## src/design/gn2d_pkg.sv

```systemverilog
package gn2d_pkg;

  localparam int FRAC_BITS  = 16;
  localparam int POS_W      = 20;
  localparam int CELL_W     = POS_W - FRAC_BITS;
  localparam int IDX_W      = 5;
  localparam int GRAD_W     = 16;
  localparam int DOT_W      = 25;
  localparam int BL_W       = 28;
  localparam int DOT_SHIFT  = 14 + FRAC_BITS - 20;
  localparam int OUT_SHIFT  = 20 - 15;
  localparam int CFG_W      = 5;
  localparam logic [CFG_W-1:0] CFG_RESET = 5'd4;

  typedef enum logic {
    FUNC_WRITE = 1'b0,
    FUNC_EVAL  = 1'b1
  } func_t;

  typedef struct packed {
    logic                     func;
    logic [POS_W-1:0]         pos_x;
    logic [POS_W-1:0]         pos_y;
    logic [IDX_W-1:0]         lattice_col;
    logic [IDX_W-1:0]         lattice_row;
    logic signed [GRAD_W-1:0] grad_x;
    logic signed [GRAD_W-1:0] grad_y;
  } in_t;

  typedef struct packed {
    logic signed [15:0] noise;
    logic               out_of_range;
  } out_t;

  typedef struct packed {
    logic                     is_eval;
    logic                     wr_ok;
    logic                     oor;
    logic [IDX_W-1:0]         col;
    logic [IDX_W-1:0]         row;
    logic [FRAC_BITS-1:0]     fx;
    logic [FRAC_BITS-1:0]     fy;
    logic signed [GRAD_W-1:0] gx;
    logic signed [GRAD_W-1:0] gy;
  } cmd_t;

  function automatic logic signed [38:0] fade_at(logic [FRAC_BITS-1:0] t);
    logic signed [21:0] ts;
    logic signed [21:0] a;
    logic signed [38:0] p;
    ts = $signed({6'b0, t});
    a  = ts * 22'sd6 - 22'sd983040;
    p  = a * $signed({1'b0, t});
    return p;
  endfunction

  function automatic logic [FRAC_BITS-1:0] fade_sq(logic [FRAC_BITS-1:0] x,
                                                   logic [FRAC_BITS-1:0] t);
    logic [2*FRAC_BITS-1:0] p;
    p = x * t;
    return p[2*FRAC_BITS-1:FRAC_BITS];
  endfunction

  function automatic logic signed [21:0] fade_c(logic signed [38:0] at);
    logic signed [38:0] s;
    s = (at >>> FRAC_BITS) + 39'sd655360;
    return s[21:0];
  endfunction

  function automatic logic [FRAC_BITS:0] fade_u(logic [FRAC_BITS-1:0] t3,
                                                logic signed [21:0] c);
    logic signed [38:0] p;
    logic signed [38:0] s;
    p = $signed({1'b0, t3}) * c;
    s = p >>> FRAC_BITS;
    if (s < 39'sd0) return '0;
    if (s > 39'sd65536) return 17'd65536;
    return s[FRAC_BITS:0];
  endfunction

  function automatic logic signed [DOT_W-1:0] corner_dot(
      logic signed [GRAD_W-1:0] gx, logic signed [GRAD_W-1:0] gy,
      logic signed [17:0] ox, logic signed [17:0] oy);
    logic signed [34:0] s;
    logic signed [34:0] f;
    s = gx * ox + gy * oy;
    f = s >>> DOT_SHIFT;
    return f[DOT_W-1:0];
  endfunction

  function automatic logic signed [BL_W-1:0] blend(logic signed [BL_W-1:0] p,
                                                   logic signed [BL_W-1:0] q,
                                                   logic [FRAC_BITS:0] u);
    logic signed [47:0] d;
    logic signed [47:0] m;
    logic signed [47:0] r;
    d = 48'(q) - 48'(p);
    m = d * $signed({1'b0, u});
    r = 48'(p) + (m >>> FRAC_BITS);
    return r[BL_W-1:0];
  endfunction

endpackage

```

## src/design/gn2d_queue.sv

```systemverilog
module gn2d_queue (
  input  logic           clk,
  input  logic           rst_n,
  input  logic           push,
  output logic           push_ready,
  input  gn2d_pkg::cmd_t push_data,
  input  logic           pop,
  output logic           pop_valid,
  output gn2d_pkg::cmd_t pop_data
);
  import gn2d_pkg::*;

  localparam int DEPTH = 4;
  localparam int PW    = $clog2(DEPTH);

  cmd_t          buf_r [DEPTH];
  logic [PW-1:0] wp_r, wp_nxt;
  logic [PW-1:0] rp_r, rp_nxt;
  logic [PW:0]   cnt_r, cnt_nxt;
  logic          do_push, do_pop;

  assign push_ready = (cnt_r != (PW+1)'(DEPTH));
  assign pop_valid  = (cnt_r != '0);
  assign pop_data   = buf_r[rp_r];
  assign do_push    = push && push_ready;
  assign do_pop     = pop && pop_valid;

  always_comb begin
    wp_nxt  = do_push ? wp_r + PW'(1) : wp_r;
    rp_nxt  = do_pop ? rp_r + PW'(1) : rp_r;
    cnt_nxt = cnt_r + (PW+1)'(do_push) - (PW+1)'(do_pop);
  end

  always_ff @(posedge clk) begin
    if (!rst_n) begin
      wp_r  <= '0;
      rp_r  <= '0;
      cnt_r <= '0;
    end else begin
      wp_r  <= wp_nxt;
      rp_r  <= rp_nxt;
      cnt_r <= cnt_nxt;
    end
    if (do_push) buf_r[wp_r] <= push_data;
  end

endmodule

```

## config.mk

```make
export PLATFORM = sky130hd
export DESIGN_NAME = gn2d_queue
export DESIGN_NICKNAME = d
export VERILOG_FILES = /design/src/design/gn2d_pkg.sv /design/src/design/gn2d_queue.sv
export SDC_FILE = /design/constraint.sdc
export NUM_CORES = 1
export LEC_CHECK = 0
export BUFFER_PORTS_ARGS = -buffer_cell sky130_fd_sc_hd__buf_2
export CAP_MARGIN = 20
export CORE_ASPECT_RATIO = 1.4
export CORE_MARGIN = 2
export CORE_UTILIZATION = 45
export DETAILED_ROUTE_END_ITERATION = 10
export PLACE_DENSITY = 0.75
export SLEW_MARGIN = 5
export SYNTH_ARGS = -nofsm -noshare
export SYNTH_HDL_FRONTEND = slang
export SYNTH_SLANG_ARGS = --single-unit
```

## constraint.sdc

```tcl
create_clock -name clk -period 4.1 [get_ports clk]
set_input_delay 0.205 -clock clk [delete_from_list [all_inputs] [get_ports clk]]
set_output_delay 0.205 -clock clk [all_outputs]
set_load 0.02 [all_outputs]
```

Yosys cells after proc, flatten, opt, wreduce, memory -nomap -nowiden
Memories as Yosys holds them, arrays and structs flattened. A register that Yosys moved wholly into a read port is not among the register bits.
Index checks and enable logic that the tools add are counted.
Widths: inputs -> output; s select.
{"block": "classes", "shift": 0, "mux": 4, "div": 0, "n_addsub": 4, "n_lt_le_gt_ge": 0, "n_mul": 0, "n_eq_ne": 1, "n_reduce_logical": 3, "n_bitwise": 0}
{"operator": "$add 2x1->2 const B", "count": 2}
{"operator": "$mux 2", "count": 2}
{"operator": "$add 3x1->3", "count": 1}
{"operator": "$ne 3x3->1 const B", "count": 1}
{"operator": "$reduce_bool 3->1", "count": 1}
{"operator": "$sub 3x1->3", "count": 1}
{"operator": "$logic_and 1x1->1", "count": 2}
{"operator": "$mux 1", "count": 2}
{"block": "totals", "memories": 1, "latch_bits": 0, "in_bits": 81, "ram_bits": 308, "ff_bits": 7, "output_inout_bits": 79, "rom_bits": 0, "word_cells": 16}
{"name": "buf_r", "depth": 4, "word_bits": 77, "rd": 1, "rd_ports_with_merged_regs": 1, "wr": 1, "line_no": "gn2d_queue.sv:16", "source": "cmd_t buf_r [DEPTH];"}

Depth between registers and ports, before layout
{"block": "logic_depth", "ltp_word": 4, "mapped_depth": 11, "depth_no_buf": 11}

Least setup slack after synthesis
Ideal clock, no wire load.
{"block": "synth_path", "path_kind": "flip-flop to flip-flop", "start": "register cnt_r[1]", "end": "memory buf_r[0][0] in the netlist's numbering, enable pin", "path_slack_ps": 931, "required_time_ps": 3656, "setup_ps": 444, "path_buffers": 0, "path_stages_with_launch": 4, "t_arrival_ps": 2725, "cell_sequence": "dfxtp_1 > nor2_1 > a21boi_1 > and2_1"}
{"block": "synth_via", "elab_chain_cells": 4}
{"item": "start: declaration", "line_no": "gn2d_queue.sv:19", "source": "logic [PW:0] cnt_r, cnt_nxt;"}
{"item": "start signal: assignment", "line_no": "gn2d_queue.sv:42", "source": "cnt_r <= cnt_nxt;"}
{"item": "$ne 3x3->1", "line_no": "gn2d_queue.sv:22", "source": "assign push_ready = (cnt_r != (PW+1)'(DEPTH));"}
{"item": "$logic_and 1x1->1", "line_no": "gn2d_queue.sv:25", "source": "assign do_push = push && push_ready;"}
{"item": "$mux 1", "line_no": "gn2d_queue.sv:44", "source": "if (do_push) buf_r[wp_r] <= push_data;"}
{"item": "$mux 1 (implied by the code)", "line_no": "gn2d_queue.sv:44"}
{"item": "end: declaration", "line_no": "gn2d_queue.sv:16"}
No other way between the ends.

==> flow_summary.ini <==
[floorplan]
core_area_sq_um = 25400
start_util_pct = 45.8
die_h_microns = 194
die_area_sq_um = 27100
die_w_microns = 140
rows = 69
io_pins = 160

[worst_setup_path]
slowest_delay_ns = 0.82
cp_cell_sequence = buf_4, mux4_2, buf_2
crit_type = reg -> out
end_kind = primary output
startpoint_type = flop
rrSetupSlack_ns = 1.45
crit_family = flip-flops
critPathMaxFanout = 34
crit_arrival_ns = 2.58
slowest_stage = dfxtp_4
required_ns = 3.89
critical_path_buf_inv_count = 2

[clock_network]
cts_htree_levels = 1
cts_buffer_depth = 3
clk_pin_slew_ns = 0.06
numCtsBuffers = 29
cts_setup_buffers = 0
cts_tree = yes
clock_sinks = 317
cts-root-buf = clkbuf_16
clock_latency_ns = 0.53

[sta]
fin_tns_setup_ns = 0
rsz0062_at_grt = false
min_period_over_period_pct = 68.0
tightest_slew_ns = 0.715
period_needed_ns = 2.79
whs_ns = 0.177
skew_ns = 0.0202
slew_headroom_pct = 52.3
timing.fmax_mhz = 359
hold_viol = 0
setup_viol = 0
drv_slew = 0

[power_and_ir_drop]
combinationalPowerShare_pct = 23.7
swShare_pct = 27.6
p_leak_nw = 4.92
pwr-share-clk_pct = 29.3
seqPwrFrac_pct = 47.0
p_per_area_nw_per_um2 = 603
peakVddDrop_mv = 0.547
switchingPower_w = 0.00241
p_int_w = 0.00635

[drt]
drt_first_pass_iters = 4
postRouteAntennaNets = 0
drt-initial-drc-count = 294
via_per_inst = 5.22
avgRoutedWirePerCell_microns = 20.3
vias = 5471
drc_errors = 0
wl_mm = 21.2

[synthesis]
synth_edf_count = 308
syn_nets = 539
synthTopCellsByArea = edfxtp_1 80%, mux4_2 15%, dfxtp_1 1.6%
synth_area_sq_um = 11600
syn_avg_cell_area_sq_um = 25.8
yosysWarnings = 0
postSynth.asyncResetShare_pct = 0
ys.flop_type = edfxtp_1
syn_inst = 451
yosys_register_bits = 317
ys_types = 21
yosysMostFrequentCell = edfxtp_1
yosysTopAreaCellShare_pct = 79.6
yosys.area.top_type = edfxtp_1
ys_seq_area_share_pct = 81.2
ys_top_cells_by_count = 308 x edfxtp_1, 77 x mux4_2, 9 x dfxtp_1

[placement]
detailed_place_hpwl_mm = 12.5
port_buffers = 159
gp_congestion = 0.714

[layout]
synthToLayoutAreaGrowth_pct = 25.0
nets = 795
drive_gt1_share_pct = 39.9
diodes = 0

[flow_run]
cap_violations = 0

[global_routing]
grt_usage_pct = 15.5
grt_pass1_vias = 6107
overflow = 0
grt_pass1_wl_mm = 32.9
grt_max_degree = 78
antenna_found_initial = 0

[run_status]
status = complete, no violations

[worst_hold_path]
hp-class = in -> reg
[worst register-to-register path: stages (launching register included)]
cell and delay (ns):
dfxtp_1 0.45, nor2_1 0.10, a21boi_1 0.50, inv_1 0.11
ha_1 0.32, inv_1 0.06, ha_1 0.13, inv_1 0.05
fa_1 0.40, xnor2_1 0.14, xnor2_1 0.13, and2_1 0.16
[layout by cell type, fill, tap and decap left out, drive strengths merged, types with 3 or more instances in the layout]
| cell | count |
|---|---|
| ha | 6 |
| and2 | 7 |
| xnor2 | 4 |
| nand2 | 5 |
| inv | 6 |
| edfxtp | 308 |
| clkinv | 10 |
| nor2b | 3 |
| dlygate4sd3 | 78 |
| clkbuf | 40 |
| dfxtp | 9 |
| buf | 166 |
| mux4 | 77 |
[path summary, 6_finish.rpt]
path | from | endpoint | depth (start not counted)
max | flop | pop_data[39] | 3
min | push | wp_r[1]$_SDFFE_PN0P_ | 3
max reg2reg | cnt_r[1]$_SDFF_PN0_ | cnt_r[2]$_SDFF_PN0_ | 11
min reg2reg | wp_r[1]$_SDFFE_PN0P_ | wp_r[1]$_SDFFE_PN0P_ | 2
[kinds of logic (layout without fill, tap and decap cells)]
group                      count (synthesis)  after routing  synth area share, %
buffers and inverters                     24            302                 1.58
AOI/OAI and AO/OA                          3              3                0.216
DFF                                      317            317                 81.2
and+or+nand+nor                           17             17                0.786
muxes                                     79             79                 15.1
adders and majority gates                  7              7                0.819
xor gates and xnor gates                   4              4                0.302
[layer usage]
layer,vias up,wire (microns),track usage (%)
li1,2431,-,-
met1,2850,8470,19.2
met2,160,11300,28.2
met3,30,1060,2.74
met4,0,360,3.93
met5,-,0,0
[metrics by stage]
step	setup slack, ns	cell area [sq um]	util, %	power (W)	std cells
2_1_floorplan	0.931	11600	-	0.00562	451
3_3_place_gp	1.60	12700	50.0	0.00614	912
3_5_place_dp	1.46	12800	50.4	0.00624	916
4_1_cts	1.17	14500	57.1	0.00887	1047
5_1_grt	1.09	14500	57.2	0.00912	1048
6_report	1.31	14500	57.2	0.00876	1048
[power groups by stage]
stage               Sequential [W]  Combinational (W)  Clock (W)
finish                     0.00411            0.00208    0.00257
global route               0.00416            0.00222    0.00274
CTS                        0.00416            0.00208    0.00263
detailed placement         0.00423            0.00201          0
global placement           0.00421            0.00193          0
floorplan                  0.00407            0.00155          0
[final cells by class]
class | instances | area [sq um]
clock buffer | 40 | 797
clock inverter | 13 | 119
timing repair buffer | 244 | 1740
sequential | 317 | 9440
inverter | 5 | 18.8
multi-input combinational | 110 | 2010
fill | 1885 | 10900
tap | 319 | 399
[sequential cells by signal (all words and copies together), names as in the netlist, named ones only]
name	flops
buf_r	308
rp_r	2
wp_r	2
cnt_r	3
[timing repair]
item | CTS | global route
hold buffers | 78 | 0
hold endpoints to repair | 311 | 0
gates resized for setup | 0 | 0
(Power assumes the default switching activity.)
