**config.mk**
```make
export PLATFORM = sky130hd
export DESIGN_NAME = gn2d_front
export DESIGN_NICKNAME = d
export VERILOG_FILES = /design/src/design/gn2d_pkg.sv /design/src/design/gn2d_front.sv
export SDC_FILE = /design/constraint.sdc
export NUM_CORES = 1
export LEC_CHECK = 0
export BUFFER_PORTS_ARGS = -buffer_cell sky130_fd_sc_hd__buf_4
export CORE_AREA = 2 2 65 67
export DETAILED_ROUTE_END_ITERATION = 16
export DIE_AREA = 0 0 67 69
export GPL_TIMING_DRIVEN = 1
export PLACE_DENSITY = 0.8
export SYNTH_ARGS = -nofsm -noshare
export SYNTH_HDL_FRONTEND = slang
export SYNTH_SLANG_ARGS = --single-unit
```
**constraint.sdc**
```tcl
create_clock -name vclk -period 1.9
set_clock_uncertainty 0.1 [all_clocks]
set_input_delay 0.38 -clock vclk [all_inputs]
set_output_delay 0.38 -clock vclk [all_outputs]
set_load 0.03 [all_outputs]
```
**src/design/gn2d_pkg.sv**
```systemverilog
package gn2d_pkg;

  localparam int FRAC_BITS  = 16;
  localparam int POS_W      = 20;
  localparam int CELL_W     = POS_W - FRAC_BITS;
  localparam int IDX_W      = 5;
  localparam int GRAD_W     = 16;
  localparam int DOT_W      = 25;
  localparam int BL_W       = 28;
  localparam int DOT_SHIFT  = 14 + FRAC_BITS - 20;
  localparam int OUT_SHIFT  = 20 - 15;
  localparam int CFG_W      = 5;
  localparam logic [CFG_W-1:0] CFG_RESET = 5'd4;

  typedef enum logic {
    FUNC_WRITE = 1'b0,
    FUNC_EVAL  = 1'b1
  } func_t;

  typedef struct packed {
    logic                     func;
    logic [POS_W-1:0]         pos_x;
    logic [POS_W-1:0]         pos_y;
    logic [IDX_W-1:0]         lattice_col;
    logic [IDX_W-1:0]         lattice_row;
    logic signed [GRAD_W-1:0] grad_x;
    logic signed [GRAD_W-1:0] grad_y;
  } in_t;

  typedef struct packed {
    logic signed [15:0] noise;
    logic               out_of_range;
  } out_t;

  typedef struct packed {
    logic                     is_eval;
    logic                     wr_ok;
    logic                     oor;
    logic [IDX_W-1:0]         col;
    logic [IDX_W-1:0]         row;
    logic [FRAC_BITS-1:0]     fx;
    logic [FRAC_BITS-1:0]     fy;
    logic signed [GRAD_W-1:0] gx;
    logic signed [GRAD_W-1:0] gy;
  } cmd_t;

  function automatic logic signed [38:0] fade_at(logic [FRAC_BITS-1:0] t);
    logic signed [21:0] ts;
    logic signed [21:0] a;
    logic signed [38:0] p;
    ts = $signed({6'b0, t});
    a  = ts * 22'sd6 - 22'sd983040;
    p  = a * $signed({1'b0, t});
    return p;
  endfunction

  function automatic logic [FRAC_BITS-1:0] fade_sq(logic [FRAC_BITS-1:0] x,
                                                   logic [FRAC_BITS-1:0] t);
    logic [2*FRAC_BITS-1:0] p;
    p = x * t;
    return p[2*FRAC_BITS-1:FRAC_BITS];
  endfunction

  function automatic logic signed [21:0] fade_c(logic signed [38:0] at);
    logic signed [38:0] s;
    s = (at >>> FRAC_BITS) + 39'sd655360;
    return s[21:0];
  endfunction

  function automatic logic [FRAC_BITS:0] fade_u(logic [FRAC_BITS-1:0] t3,
                                                logic signed [21:0] c);
    logic signed [38:0] p;
    logic signed [38:0] s;
    p = $signed({1'b0, t3}) * c;
    s = p >>> FRAC_BITS;
    if (s < 39'sd0) return '0;
    if (s > 39'sd65536) return 17'd65536;
    return s[FRAC_BITS:0];
  endfunction

  function automatic logic signed [DOT_W-1:0] corner_dot(
      logic signed [GRAD_W-1:0] gx, logic signed [GRAD_W-1:0] gy,
      logic signed [17:0] ox, logic signed [17:0] oy);
    logic signed [34:0] s;
    logic signed [34:0] f;
    s = gx * ox + gy * oy;
    f = s >>> DOT_SHIFT;
    return f[DOT_W-1:0];
  endfunction

  function automatic logic signed [BL_W-1:0] blend(logic signed [BL_W-1:0] p,
                                                   logic signed [BL_W-1:0] q,
                                                   logic [FRAC_BITS:0] u);
    logic signed [47:0] d;
    logic signed [47:0] m;
    logic signed [47:0] r;
    d = 48'(q) - 48'(p);
    m = d * $signed({1'b0, u});
    r = 48'(p) + (m >>> FRAC_BITS);
    return r[BL_W-1:0];
  endfunction

endpackage

```
**src/design/gn2d_front.sv**
```systemverilog
module gn2d_front #(
  parameter int MAX_CELLS = 16
) (
  input  gn2d_pkg::in_t                  in_data,
  input  logic [gn2d_pkg::CFG_W-1:0]     cells,
  output gn2d_pkg::cmd_t                 cmd
);
  import gn2d_pkg::*;

  logic [7:0]        limit;
  logic [CELL_W-1:0] cx;
  logic [CELL_W-1:0] cy;

  always_comb begin
    limit = (8'(cells) > 8'(MAX_CELLS)) ? 8'(MAX_CELLS) : 8'(cells);
    cx    = in_data.pos_x[POS_W-1:FRAC_BITS];
    cy    = in_data.pos_y[POS_W-1:FRAC_BITS];
    cmd.is_eval = (in_data.func == FUNC_EVAL);
    cmd.wr_ok   = (8'(in_data.lattice_col) <= 8'(MAX_CELLS)) &&
                  (8'(in_data.lattice_row) <= 8'(MAX_CELLS));
    cmd.oor     = (8'(cx) >= limit) || (8'(cy) >= limit);
    cmd.fx      = in_data.pos_x[FRAC_BITS-1:0];
    cmd.fy      = in_data.pos_y[FRAC_BITS-1:0];
    cmd.gx      = in_data.grad_x;
    cmd.gy      = in_data.grad_y;
    if (in_data.func == FUNC_EVAL) begin
      cmd.col = IDX_W'(cx);
      cmd.row = IDX_W'(cy);
    end else begin
      cmd.col = in_data.lattice_col;
      cmd.row = in_data.lattice_row;
    end
  end

endmodule

```
# Word-level counts from Yosys, hierarchy flattened

Index checks and enable logic that the tools add are counted.

Bits in registers: 0
Bits of input ports: 88
Output and inout port bits: 77
Word-level logic and storage cells: 9

Magnitude comparators: 5
Multiplexer cells: 2
Reduce and logical (&&, ||, !) cells: 2

Operators with widths:

| cell                                                         | count |
|---|---|
| 4-bit by 5-bit greater-or-equal comparator with 1-bit output | 2 |
| 5-bit <= comparator, second input constant                   | 2 |
| 10-bit two-way mux                                           | 1 |
| 5-bit greater-than comparator, second input constant         | 1 |
| 5-bit two-way mux                                            | 1 |
| 1-bit logical AND                                            | 1 |
| 1-bit logical OR                                             | 1 |

# Logic depth before layout (Yosys ltp)

Gate-level depths: netlist of run 1.

Depth after elaboration: 4
Mapped depth: 6
Gate-level depth less buffers: 6

# Least setup slack after synthesis of run 1

No wires, ideal clock.

Path type: input-to-output
Start point: in cells[4] in the netlist's numbering
End point: out cmd[74] in the netlist's numbering
Data arrival time: 1.556 ns
Required time: 1.420 ns
Path slack: -0.136 ns
Cell stages on the path: 5
Path buffers: 0
Path through: nand2b_1 -> ha_1 -> o21ai_0 -> a22o_1 -> a21oi_1

RTL lines:

| what            | line            | RTL |
|---|---|---|
| start, declared | gn2d_front.sv:5 | `input logic [gn2d_pkg::CFG_W-1:0] cells,` |
| end, declared   | gn2d_front.sv:6 | `output gn2d_pkg::cmd_t cmd` |

==> flow_summary.ini, run 1 <==
[status]
violations = negative setup slack
status = finished with violations

[timing]
worst_pin_slew_ns = 0.187
finalSetupTns_ns = -0.134
min_period_ns = 2.03
rsz0062_at_grt = true
setup_violations = 1
max_slew_margin_pct = 87.4
fin_ws_ns = -0.134
hold_viol = 0
max_freq_mhz = 492
period_share_pct = 107
maxSlewViolCount = 0

[worst_setup_path]
cp-startpoint = cells[0]
cp_max_fo = 2
max_stage_delay_ns = 0.26
crit_type = in -> out
worstSetupEndpointType = primary output
critical_path_arrival_ns = 1.55
cp_slowest_cell = ha_1
cp_cell_sequence = buf_6 -> nor2b_4 -> buf_4 -> ha_1 -> o21ai_1 -> a22o_1 -> a21oi_2 -> buf_6
cp.required_ns = 1.42
start_kind = primary input
cp_common_cell = buf_6

[logic_synthesis]
netlist_area_um2 = 811
syn-num-nets = 199
yosys_warnings = 0
synth_cell_types = 16
syn_avg_cell_area_um2 = 7.87
synth_cells = 103
ys_seq_area_share_pct = 0

[route]
initialDrtViolationCount = 2
wirelength_mm = 1.84
vias = 496
drc_errors = 0
wl_per_cell_um = 14.6
viasPerCell = 3.94
route.antenna.remaining_nets = 0
dr.pass1.iters = 2

[floorplan]
io_pins = 165
dieArea_um2 = 4620
die_x_um = 67
die_y_um = 69
coreArea_um2 = 3910
start_util_pct = 20.7
rows = 23

[final_layout]
n_fill_cell = 454
regArea_um2 = 0
seq_cell_count = 0
diodes = 0
n_clock_buffer = 0
area_delta_synth_final_pct = -7.72
layout-drive-gt1-share_pct = 75.0
fin_cells = 126
nets = 174

[placement]
dp.final_hpwl_mm = 1.60
gp_congestion = 0.620
pre_cts_slack_ns = -0.254
dp.cells = 126
portBuffers = 37

[global_route]
grt-ovfl-total = 0
grt_pass1_vias = 564
grt_pass1_wl_mm = 2.69
grt_max_degree = 12
grt_usage_pct = 7.32
antenna_found_initial = 0

[min_path]
holdPathStages = 0
min_from = in_data[0]
min_path_type = in -> out

[power_and_ir_drop]
power_density_nw_per_um2 = 269
worst_ir_drop_vdd_mv = 0.0463
p_total_mw = 0.201
cellLeakagePower_nw = 0.349

[run]
drv_cap = 0
critical path: cells and delay by family:
| family | cells | cell delay [ns] |
|---|---|---|
| AO/OA/AOI/OAI | 3 | 0.43 |
| buffers and inverters | 3 | 0.35 |
| adder cells (fa/ha/maj) | 1 | 0.26 |
| AND/OR/NAND/NOR | 1 | 0.12 |
routing by layer:
metal / wire length, um / global-route usage [%] / up-vias
met5: 0 / 0 / -
li1: - / - / 221
met2: 944 / 13.4 / 35
met1: 532 / 6.40 / 208
met3: 222 / 1.79 / 32
met4: 138 / 5.90 / 0
area by class of cell:
type	count	area, um^2	area share (%)
well taps	50	62.6	8.36
repair buffers	39	312	41.6
multi-input cells	34	363	48.5
inverters	3	11.3	1.51
repair_timing:
action / in CTS / in global routing
buffers inserted: 0 / 0
endpoints found under the hold margin: 0 / 0
hold buffers: 0 / 0
gates cloned: 0 / 0
endpoints found under the setup margin: 2 / 1
pin swaps: 4 / 5
gates resized for setup: 8 / 7
cell usage after synthesis:
| cell | count | share of area (%) |
|---|---|---|
| buf_2 | 1 | 0.62 |
| buf_4 | 65 | 60 |
| a21oi_1 | 1 | 0.62 |
| o21ai_0 | 2 | 1.2 |
| mux2_2 | 8 | 11 |
| nor4_1 | 1 | 0.77 |
| a22oi_1 | 1 | 0.93 |
| a22o_1 | 1 | 1.1 |
| nand2b_1 | 4 | 3.1 |
| or4_1 | 2 | 1.9 |
| a211o_1 | 1 | 1.1 |
| nor2_1 | 1 | 0.46 |
| inv_1 | 3 | 1.4 |
| ha_1 | 8 | 12 |
| nor2b_1 | 3 | 2.3 |
| o211ai_1 | 1 | 0.93 |
stage by stage:
| stage | utilization, % | hold WS [ns] | cell area [um^2] |
|---|---|---|---|
| floorplan | - | 0.717 | 820 |
| global placement | 17.4 | 0.660 | 682 |
| detailed placement | 17.4 | 0.660 | 682 |
| CTS | 18.2 | 0.660 | 712 |
| global route | 19.1 | 0.660 | 748 |
| finish | 19.1 | 0.660 | 748 |
path summary, 6_finish.rpt:
path                   to  slack, ns
setup / recovery  cmd[74]      -0.13
hold / removal     cmd[0]       0.66
cell families (layout without fill, tap and decap cells):
logic type / count (synthesis) / in the layout / synth area share (%)
AO/OA/AOI/OAI: 7 / 7 / 5.86
adder cells (fa/ha/maj): 8 / 8 / 12.3
buffers and inverters: 69 / 42 / 62.2
multiplexers: 8 / 8 / 11.1
AND/OR/NAND/NOR: 11 / 11 / 8.49
power breakdown:
part	internal, mW	switching (mW)
combinational	0.104	0.0966
clock	0	0
sequential	0	0
layout by cell type, fill, tap and decap left out, drive strengths merged:
| master | netlist | layout |
|---|---|---|
| buf | 66 | 39 |
| mux2 | 8 | 8 |
| ha | 8 | 8 |
| nand2b | 4 | 4 |
| nor2b | 3 | 3 |
| inv | 3 | 3 |
| or4 | 2 | 2 |
| o21ai | 2 | 2 |
| a22oi | 1 | 1 |
| nor4 | 1 | 1 |
| nor2 | 1 | 1 |
| a22o | 1 | 1 |
| a211o | 1 | 1 |
| o211ai | 1 | 1 |
| a21oi | 1 | 1 |
(Power assumes the default switching activity.)
==> run 2, diff against run 1 <==
==> constraint.sdc (replaced) <==
create_clock -name vclk -period 2.16
set_clock_uncertainty 0.1 [all_clocks]
set_input_delay 0.432 -clock vclk [all_inputs]
set_output_delay 0.432 -clock vclk [all_outputs]
set_load 0.01 [all_outputs]
==> flow_summary.ini, run 2 (synthesis results as in run 1) <==
[timing]
min_period_ns = 2.10
worst_pin_slew_ns = 0.213
maxSlewViolCount = 0
period_share_pct = 97.2
setup_violations = 0
max_freq_mhz = 476
hold_viol = 0
rsz0062_at_grt = false
max_slew_margin_pct = 85.7

[final_layout]
area_delta_synth_final_pct = -8.49
diodes = 0
nets = 173
final_cell_mix = buf_4, mux2_2
fin_util_pct = 19.0
regArea_um2 = 0
final_common_cell = buf_4
seq_cell_count = 0
n_clock_buffer = 0
n_fill_cell = 451
layout-drive-gt1-share_pct = 74.7

[min_path]
min_path_type = in -> out

[global_route]
grt_pass1_wl_mm = 2.59
grt_usage_pct = 7.45
grt_pass1_vias = 448
grt-ovfl-total = 0
antenna_found_initial = 0
grt_max_degree = 12

[cts]
holdBufCountCts = 0

[status]
status = completed

[power_and_ir_drop]
p_total_mw = 0.145
worst_ir_drop_vdd_mv = 0.0612
power_density_nw_per_um2 = 196
cellLeakagePower_nw = 0.342

[floorplan]
die_y_um = 69
io_pins = 165
rows = 23
dieArea_um2 = 4620
coreArea_um2 = 3910
start_util_pct = 20.7
die_x_um = 67

[worst_setup_path]
cp.required_ns = 1.63
cp_slowest_cell = ha_4
max_stage_delay_ns = 0.25
crit_type = in -> out
path_buf_inv = 3
cp_common_cell = buf_4
cp_top_family = compound AO/OA/AOI/OAI gates
worstSetupEndpointType = primary output
start_kind = primary input
critical_path_arrival_ns = 1.57
cp_max_fo = 2
cp_cell_sequence = buf_4 -> nor2b_4 -> buf_6 -> ha_4 -> o21ai_1 -> a22o_1 -> a21oi_1 -> buf_4

[route]
dr.pass1.iters = 3
wirelength_mm = 2.09
drc_errors = 0
wl_per_cell_um = 16.7
initialDrtViolationCount = 7
vias = 504
route.antenna.remaining_nets = 0
viasPerCell = 4.03

[placement]
portBuffers = 37
dp.final_hpwl_mm = 1.85
gp_congestion = 0.682

[run]
drv_cap = 0
==> run 2: metrics by stage <==
step | cell area, um^2 | worst slack (ns) | hold slack [ns] | setup TNS, ns | cells
after floorplan | 811 | 0.213 | 0.808 | 0 | 103
after global placement | 666 | -0.0208 | 0.764 | -0.0208 | 125
after detailed placement | 666 | -0.0670 | 0.764 | -0.0670 | 125
after CTS | 673 | 0.0266 | 0.764 | 0 | 125
after global routing | 742 | 0.0112 | 0.764 | 0 | 125
final | 742 | 0.0603 | 0.764 | 0 | 125
==> run 2: power breakdown <==
group          internal (mW)  total [mW]  switching (mW)
registers                  0           0               0
logic                 0.0881       0.145          0.0573
clock network              0           0               0
==> run 2: worst paths after layout <==
check / slack [ns] / cells past startpoint / from / end
setup / recovery: 0.06 / 8 / cells[0] / cmd[74]
hold / removal: 0.76 / 0 / in_data[10] / cmd[10]
==> run 2: cell type report <==
| class | instances | area (um^2) | area share, % |
|---|---|---|---|
| Inverter | 3 | 11.3 | 1.52 |
| Tap cell | 50 | 62.6 | 8.43 |
| Multi-Input combinational cell | 34 | 375 | 50.6 |
| Timing Repair Buffer | 38 | 293 | 39.5 |
==> run 2: metal layers <==
metal  up-vias  wire, um  share of wire [%]  track usage (%)
li1        217         -                  -                -
met1       209       685                 33             8.17
met2        50       861                 41             10.8
met3        28       361                 17             2.94
met4         0       183                8.7             6.58
met5         -         0                  0                0
==> run 2: timing repair <==
action,in CTS,in global routing
gates resized for setup,3,11
pin swaps,3,4
setup endpoints to repair,1,1
setup buffers,0,0
